===== src/sv/prp_pkg.sv =====
// Shared types and constants of the point rotate and project block.
// Field widths, register indexes and the coefficient sweep states.
// No dependencies; every other file of the block imports this package.
package prp_pkg;

    // Field widths of the input and result items.
    localparam int MAP_W = 10;
    localparam int Z_W = 16;
    localparam int OUT_W = 22;
    localparam int S_DATA_W = 40;
    localparam int M_DATA_W = 72;

    // Configuration register widths.
    localparam int ZOOM_W = 8;
    localparam int ZZOOM_W = 16;
    localparam int ANG_W = 10;
    localparam int ANGLES_W = 30;
    localparam int CTR_W = 18;
    localparam int SCR_W = 20;
    localparam int APB_AW = 5;
    localparam int APB_DW = 32;

    // Every angle index has its own table entry.
    localparam int ANGLE_DEPTH = 1 << ANG_W;

    // Working width of a coordinate after scaling and rotation.
    localparam int CW = 28;

    // Width of the scaled height product.
    localparam int ZP_W = Z_W + ZZOOM_W + 1;

    // Largest result value before saturation.
    localparam int OUT_MAX = (1 << (OUT_W - 1)) - 1;

    // Register indexes on the configuration port.
    typedef enum logic [2:0] {
        REG_ZOOM,
        REG_Z_ZOOM,
        REG_ANGLES,
        REG_ISO_MODE,
        REG_CENTER_X,
        REG_CENTER_Y,
        REG_SCREEN_X,
        REG_SCREEN_Y
    } reg_index_t;

    // Sweep that loads the sine and cosine of each axis.
    typedef enum logic [2:0] {
        TRIG_READ_X,
        TRIG_READ_Y,
        TRIG_READ_Z,
        TRIG_LAST,
        TRIG_DONE
    } trig_state_t;

endpackage


===== src/sv/prp_project.sv =====
// Isometric projection, screen shift and saturation, ending in the output register.
// Uses prp_pkg; four pipeline stages with per-stage valid bits.
module prp_project #(
    parameter int FRACTION_BITS = 14
) (
    input  logic                                   aclk,
    input  logic                                   aresetn,
    input  logic                                   iso_mode,
    input  logic signed [prp_pkg::SCR_W-1:0]       screen_x,
    input  logic signed [prp_pkg::SCR_W-1:0]       screen_y,
    input  logic                                   in_valid,
    output logic                                   in_ready,
    input  logic signed [prp_pkg::CW-1:0]          in_x,
    input  logic signed [prp_pkg::CW-1:0]          in_y,
    input  logic signed [prp_pkg::CW-1:0]          in_z,
    output logic                                   out_valid,
    input  logic                                   out_ready,
    output logic [prp_pkg::OUT_W-1:0]              out_x,
    output logic [prp_pkg::OUT_W-1:0]              out_y,
    output logic [prp_pkg::OUT_W-1:0]              out_z
);
    import prp_pkg::*;

    localparam int ISO_SH = 30 - FRACTION_BITS;
    localparam longint unsigned ISO_COS_Q30 = 64'd929887698;
    localparam logic signed [FRACTION_BITS:0] ISO_K =
        (FRACTION_BITS + 1)'((ISO_COS_Q30 + (64'd1 << (ISO_SH - 1))) >> ISO_SH);
    localparam int KP_W = CW + FRACTION_BITS + 1;
    localparam logic signed [CW:0] SAT_HI = (CW + 1)'(OUT_MAX);
    localparam logic signed [CW:0] SAT_LO = -SAT_HI - 1;

    logic v1_reg, v2_reg, v3_reg, v4_reg;
    logic rdy1, rdy2, rdy3, rdy4;
    logic signed [CW-1:0] d1_reg, e1_reg, x1_reg, y1_reg, z1_reg;
    logic signed [KP_W-1:0] kp2_reg;
    logic signed [CW-1:0] eh2_reg, x2_reg, y2_reg, z2_reg;
    logic signed [CW-1:0] x3_reg, y3_reg, z3_reg;
    logic [OUT_W-1:0] ox_reg, oy_reg, oz_reg;
    logic signed [CW-1:0] e_bias, e_half;
    logic signed [KP_W-1:0] kp_bias;
    logic signed [CW-1:0] x_iso;
    logic signed [CW:0] x_sum, y_sum, z_ext;

    function automatic logic [OUT_W-1:0] sat_out(input logic signed [CW:0] v);
        logic signed [CW:0] t;
        t = v;
        if (v > SAT_HI) begin
            t = SAT_HI;
        end
        if (v < SAT_LO) begin
            t = SAT_LO;
        end
        return t[OUT_W-1:0];
    endfunction

    assign rdy4 = !v4_reg || out_ready;
    assign rdy3 = !v3_reg || rdy4;
    assign rdy2 = !v2_reg || rdy3;
    assign rdy1 = !v1_reg || rdy2;
    assign in_ready = rdy1;

    // Stage valid bits.
    always_ff @(posedge aclk) begin
        if (!aresetn) begin
            v1_reg <= 1'b0;
            v2_reg <= 1'b0;
            v3_reg <= 1'b0;
            v4_reg <= 1'b0;
        end else begin
            if (rdy1) begin
                v1_reg <= in_valid;
            end
            if (rdy2) begin
                v2_reg <= v1_reg;
            end
            if (rdy3) begin
                v3_reg <= v2_reg;
            end
            if (rdy4) begin
                v4_reg <= v3_reg;
            end
        end
    end

    // Stage 1: difference x - y for the new x and x + y - 2z for the new y.
    always_ff @(posedge aclk) begin
        if (rdy1 && in_valid) begin
            d1_reg <= in_x - in_y;
            e1_reg <= in_x + in_y - (in_z <<< 1);
            x1_reg <= in_x;
            y1_reg <= in_y;
            z1_reg <= in_z;
        end
    end

    // Stage 2: scale by cos(30 degrees) and halve toward zero.
    always_comb begin
        e_bias = {{(CW - 1){1'b0}}, e1_reg[CW-1]};
        e_half = (e1_reg + e_bias) >>> 1;
    end

    always_ff @(posedge aclk) begin
        if (rdy2 && v1_reg) begin
            kp2_reg <= d1_reg * ISO_K;
            eh2_reg <= e_half;
            x2_reg <= x1_reg;
            y2_reg <= y1_reg;
            z2_reg <= z1_reg;
        end
    end

    // Stage 3: truncate the scaled difference and pick the projection.
    always_comb begin
        kp_bias = kp2_reg[KP_W-1] ?
            {{(KP_W - FRACTION_BITS){1'b0}}, {FRACTION_BITS{1'b1}}} : '0;
        x_iso = CW'((kp2_reg + kp_bias) >>> FRACTION_BITS);
    end

    always_ff @(posedge aclk) begin
        if (rdy3 && v2_reg) begin
            x3_reg <= iso_mode ? x_iso : x2_reg;
            y3_reg <= iso_mode ? eh2_reg : y2_reg;
            z3_reg <= z2_reg;
        end
    end

    // Stage 4: screen shift and saturation into the output register.
    always_comb begin
        x_sum = x3_reg + screen_x;
        y_sum = y3_reg + screen_y;
        z_ext = z3_reg;
    end

    always_ff @(posedge aclk) begin
        if (rdy4 && v3_reg) begin
            ox_reg <= sat_out(x_sum);
            oy_reg <= sat_out(y_sum);
            oz_reg <= sat_out(z_ext);
        end
    end

    assign out_valid = v4_reg;
    assign out_x = ox_reg;
    assign out_y = oy_reg;
    assign out_z = oz_reg;

endmodule

===== config.mk =====
export PLATFORM = sky130hd
export DESIGN_NAME = prp_project
export DESIGN_NICKNAME = d
export VERILOG_FILES = /design/src/sv/prp_pkg.sv /design/src/sv/prp_project.sv
export SDC_FILE = /design/constraint.sdc
export NUM_CORES = 1
export LEC_CHECK = 0
export BUFFER_PORTS_ARGS = -buffer_cell sky130_fd_sc_hd__buf_2
export CAP_MARGIN = 20
export CORE_UTILIZATION = 55
export CTS_CLUSTER_DIAMETER = 60
export DETAILED_ROUTE_END_ITERATION = 8
export PLACE_DENSITY_LB_ADDON = 0.15
export SLEW_MARGIN = 20
export SYNTH_ARGS = -nofsm -noshare
export SYNTH_HDL_FRONTEND = slang
export SYNTH_SLANG_ARGS = --single-unit

===== constraint.sdc =====
create_clock -name aclk -period 23.5 [get_ports aclk]
set_clock_uncertainty 0.2 [all_clocks]
set_input_delay 0 -clock aclk [delete_from_list [all_inputs] [get_ports aclk]]
set_output_delay 0 -clock aclk [all_outputs]
set_load 0.05 [all_outputs]

* Word level (Yosys, flattened, before mapping)
Index checks and enable logic that the tools add are counted.
** Storage, ports and cells
- Register bits after elaboration :: 448
- Input bits :: 129
- Logic and storage cells :: 52
- Output and inout bits :: 68
** Operators by class
- Multiplexer cells :: 6
- Add/subtract/negate cells :: 7
- Reductions and logical operators :: 12
- Magnitude comparators :: 6
- $mul :: 1
** Operators by type and width (number)
- 2-to-1 mux 22 bit :: 3
- adder 28 x 20 -> 29 bit :: 2
- greater-than comparator 29 x 22 -> 1 bit, second input constant :: 2
- less-than comparator 29 x 22 -> 1 bit, second input constant :: 2
- 2-to-1 mux 28 bit :: 2
- subtractor 28 bit :: 2
- multiplier 28 x 15 -> 43 bit, second input constant :: 1
- adder 42 x 15 -> 42 bit :: 1
- adder 28 x 2 -> 28 bit :: 1
- adder 28 bit :: 1
- greater-than comparator 28 x 22 -> 1 bit, second input constant :: 1
- less-than comparator 28 x 22 -> 1 bit, second input constant :: 1
- 2-to-1 mux 14 bit :: 1
- logical AND 1 bit :: 4
- zero test 1 bit :: 4
- logical OR 1 bit :: 4

* Depth between registers and ports, before layout
- Word-level depth :: 6
- Depth in mapped cells :: 23
- Mapped depth without buffers :: 23

* Worst setup path after synthesis
OpenSTA, ideal clock, no wires.
- Path kind :: reg-to-reg
- Start :: register v4_reg, in the netlist out_valid
- End :: register eh2_reg[0] (enable)
- Arrival time :: 12.040 ns
- Path slack :: 10.359 ns
- Period minus slack after synthesis :: 13.141 ns
- Library setup time :: 0.902 ns
- Stages on the path, launching flop included :: 4
- Required time :: 22.398 ns
- Path buffers :: 0
- Cells stage by stage :: dfxtp_1 nor2b_1 and2_0 a21boi_0
** On the way
- Longest elaborated chain between the ends :: 5
** RTL lines
- from (decl) :: RTL line prp_project.sv:32 : logic v1_reg, v2_reg, v3_reg, v4_reg;
- from (signal assigned) :: RTL line prp_project.sv:80 : v4_reg <= v3_reg;
- zero test 1 bit :: RTL line prp_project.sv:56 : assign rdy4 = !v4_reg || out_ready;
- logical OR 1 bit :: RTL line prp_project.sv:56
- logical OR 1 bit :: RTL line prp_project.sv:57 : assign rdy3 = !v3_reg || rdy4;
- logical OR 1 bit :: RTL line prp_project.sv:58 : assign rdy2 = !v2_reg || rdy3;
- logical AND 1 bit :: RTL line prp_project.sv:103 : if (rdy2 && v1_reg) begin
- to (signal assigned) :: RTL line prp_project.sv:105 : eh2_reg <= e_half;
- to (decl) :: RTL line prp_project.sv:36 : logic signed [CW-1:0] eh2_reg, x2_reg, y2_reg, z2_reg;
Every way passes these cells.
A chain may end at the register's enable or synchronous reset.

* Final worst setup path
- Start :: register d1_reg[7]
- End :: register kp2_reg[41], data pin
** On the way
- Longest elaborated chain between the ends :: 1
** RTL lines
- from (decl) :: RTL line prp_project.sv:34 : logic signed [CW-1:0] d1_reg, e1_reg, x1_reg, y1_reg, z1_reg;
- from (signal assigned) :: RTL line prp_project.sv:88 : d1_reg <= in_x - in_y;
- multiplier 28 x 15 -> 43 bit :: RTL line prp_project.sv:104 : kp2_reg <= d1_reg * ISO_K;
- to (signal assigned) :: RTL line prp_project.sv:104
- to (decl) :: RTL line prp_project.sv:35 : logic signed [KP_W-1:0] kp2_reg;
Every way passes these cells.

==> flow_summary.ini <==
[cts]
cts_setup_buffers = 0
numCtsBuffers = 51
clock-sinks = 447
clk_path_buf_depth = 3
clkTransAtPathRegs_ns = 0.05
clk_root_buffer_cell = clkbuf_16
clk_latency_ns = 0.61
tritoncts = done
cts_resized = 0
htree_levels = 2
hold_buffers = 219

[detailed_routing]
ant_nets = 0
firstDrtPassIters = 6
drc_errors = 0
drtIter0Drc = 1433
routed_wl_um = 77000
wl_per_cell_um = 19.7
viasPerCell = 5.50
vias = 21500

[final_layout]
largest_reg_flops = 43
drive_above_1_share_pct = 11.1
area_growth_pct = 18.4
fill_cells = 4220
final_nets = 3751
final_util_pct = 66.5

[critical_path]
worstPathRequired_ns = 23.62
critical_path.endpoint_type = flip-flop
cp_data_arrival_time_ns = 7.12
crit_path_cell_trace = ha_1 > inv_1 > fa_1 > fa_1 > fa_1 > inv_1 > fa_1 > inv_1 > fa_1 > inv_1 > ha_1 > nand3_1 > nor4_1 > o31ai_1 > a2111oi_1 > o211ai_1 > nand3_1 > nand2_1 > o21ai_0 > xor2_1
crit_slowest_cell = a2111oi_1
critical-path-max-stage-delay_ns = 0.94
start_kind = flip-flop
path_common_cell = fa_1
crit_fanout = 5
path_class = flip-flop to flip-flop

[timing]
hold_violations = 0
fin_crit_sh_pct = 29.8
setup_viol = 0
max_slew_margin_pct = 32.7
maxSlewViolCount = 0
finalSetupTns_ns = 0
min_period_ns = 7.00
worst_slew_pin_slew_ns = 1.01
setup_slack_ns = 16.50
rsz0062_at_grt = no
fmax_mhz = 143

[grt]
grt_pass1_wl_um = 119000
antenna_found_initial = 7
overflow = 0
grt_pass1_vias = 21900
grt_max_degree = 72
gr-usage-all-layers_pct = 27.2

[synth]
synthesis.nets = 3308
ys_async_sr_fraction_pct = 0
seq_area_frac_synth_pct = 42.8
synth_flop_cell = edfxtp_1
yosys.area.top_type_share_pct = 42.6
netlist_top_cells_area = edfxtp_1 (43%), fa_1 (15%), ha_1 (11%)
yosysWarnings = 0
avgSynthCellArea_um2 = 11.7
synth_largest_area_cell = edfxtp_1
synth_cell_types = 83
syn_area_um2 = 31200
synth-seq-cells = 447
syn_inst = 2673
synth-edff-count = 443

[placement]
pre_cts_ws_ns = 16.61
place_congestion = 0.953
hpwl_um = 59300
portBuffers = 196

[status]
status = finished, final reports clean

[floorplanning]
num_rows = 86
initial_core_util_pct = 56.2
io_pins = 197
die_y_um = 240
core-area_um2 = 55600
chipWidth_um = 240
die-area_um2 = 57800

[flow_run]
maxCapViolations = 0

[worst_hold_path]
min_path_type = input port to flip-flop
[final cells by class]
cell class	count	area (um2)	share of cell area, %
tap	748	936	2.53
clock buffer	65	1350	3.65
antenna	5	12.5	0.0338
timing repair buffer	430	3330	8.99
clock inverter	27	235	0.636
multi-input combinational	1700	15900	43.1
inverter	486	1820	4.93
sequential	447	13400	36.2
[cells by family (layout without fill, tap and decap cells)]
kind of cell | Yosys count | after routing | share of synthesized area (%)
AOI/OAI and AO/OA | 510 | 510 | 10.9
muxes | 30 | 30 | 1.08
other | 0 | 5 | 0
xor gates and xnor gates | 191 | 191 | 5.35
and+or+nand+nor | 461 | 461 | 7.41
adders and majority gates | 508 | 508 | 26.0
DFF | 447 | 447 | 42.8
buffers and inverters | 526 | 1008 | 6.39
[worst paths after layout]
check / start / depth (start not counted) / slack, ns / endpoint
max: d1_reg[7] / 20 / 16.50 / kp2_reg[41]
min: in_x[15] / 2 / 0.02 / x1_reg[15]
max reg2reg: d1_reg[7] / 20 / 16.50 / kp2_reg[41]
min reg2reg: x1_reg[12] / 0 / 0.19 / x2_reg[12]
[Yosys cell counts (all sizes together), types with 12 or more instances]
master / number
a211oi: 19
a21o: 68
a21oi: 172
a31oi: 12
and2: 12
and3: 27
clkbuf: 29
edfxtp: 443
fa: 237
ha: 269
inv: 486
mux2: 27
nand2: 89
nand2b: 27
nand3: 53
nand4: 23
nor2: 114
nor2b: 20
nor3: 48
o211ai: 15
o21a: 41
o21ai: 89
o21bai: 18
or3: 15
xnor2: 127
xor2: 64
[worst max-delay path, delay by kind of cell, from the launching register on]
| kind | cells | cell delay (ns) |
|---|---|---|
| fa+ha+maj | 7 | 3.34 |
| compound gates | 4 | 1.59 |
| simple gates | 4 | 0.75 |
| flops | 1 | 0.47 |
| buf+inv | 4 | 0.24 |
| xor+xnor | 1 | 0.11 |
[per-stage QoR]
| stage | instances | instance area [um2] | hold WS (ns) |
|---|---|---|---|
| 6_report | 3908 | 37000 | 0.0215 |
| 3_3_place_gp | 3590 | 33100 | -0.0217 |
| 2_1_floorplan | 2673 | 31200 | -0.101 |
| 5_1_grt | 3908 | 37000 | 0.00750 |
| 3_5_place_dp | 3590 | 33100 | -0.0203 |
| 4_1_cts | 3901 | 36900 | 0.00238 |
[metal layers]
layer | vias to the layer above | wire length, um | track usage [%]
met5 | - | 27 | 0
met4 | 4 | 2540 | 9.46
met3 | 126 | 3870 | 3.42
met2 | 620 | 38300 | 46.6
met1 | 10600 | 32200 | 35.6
li1 | 10200 | - | -
[layout by cell type, fill, tap and decap left out, types with 13 or more instances in the layout]
cell type and n:
fa_1 237, a21o_1 68, xor2_1 64, buf_4 13, a21oi_1 149, nand2_1 88, o21a_1 40, nor2_1 114
nor3_1 46, dlygate4sd3_1 219, o211ai_1 13, clkinv_1 13, or3_1 15, inv_1 486, a21oi_2 23, mux2_2 26
nand4_1 23, edfxtp_1 443, o21ai_1 19, o21ai_0 68, clkbuf_16 52, ha_1 269, and3_1 27, nor2b_1 18
nand3_1 53, nand2b_1 27, xnor2_1 127, a211oi_1 18, o21bai_1 18, clkbuf_1 13, buf_2 196
Power is not shown: default switching activity piles up to over one toggle a cycle in this logic, so the estimate is an artifact.
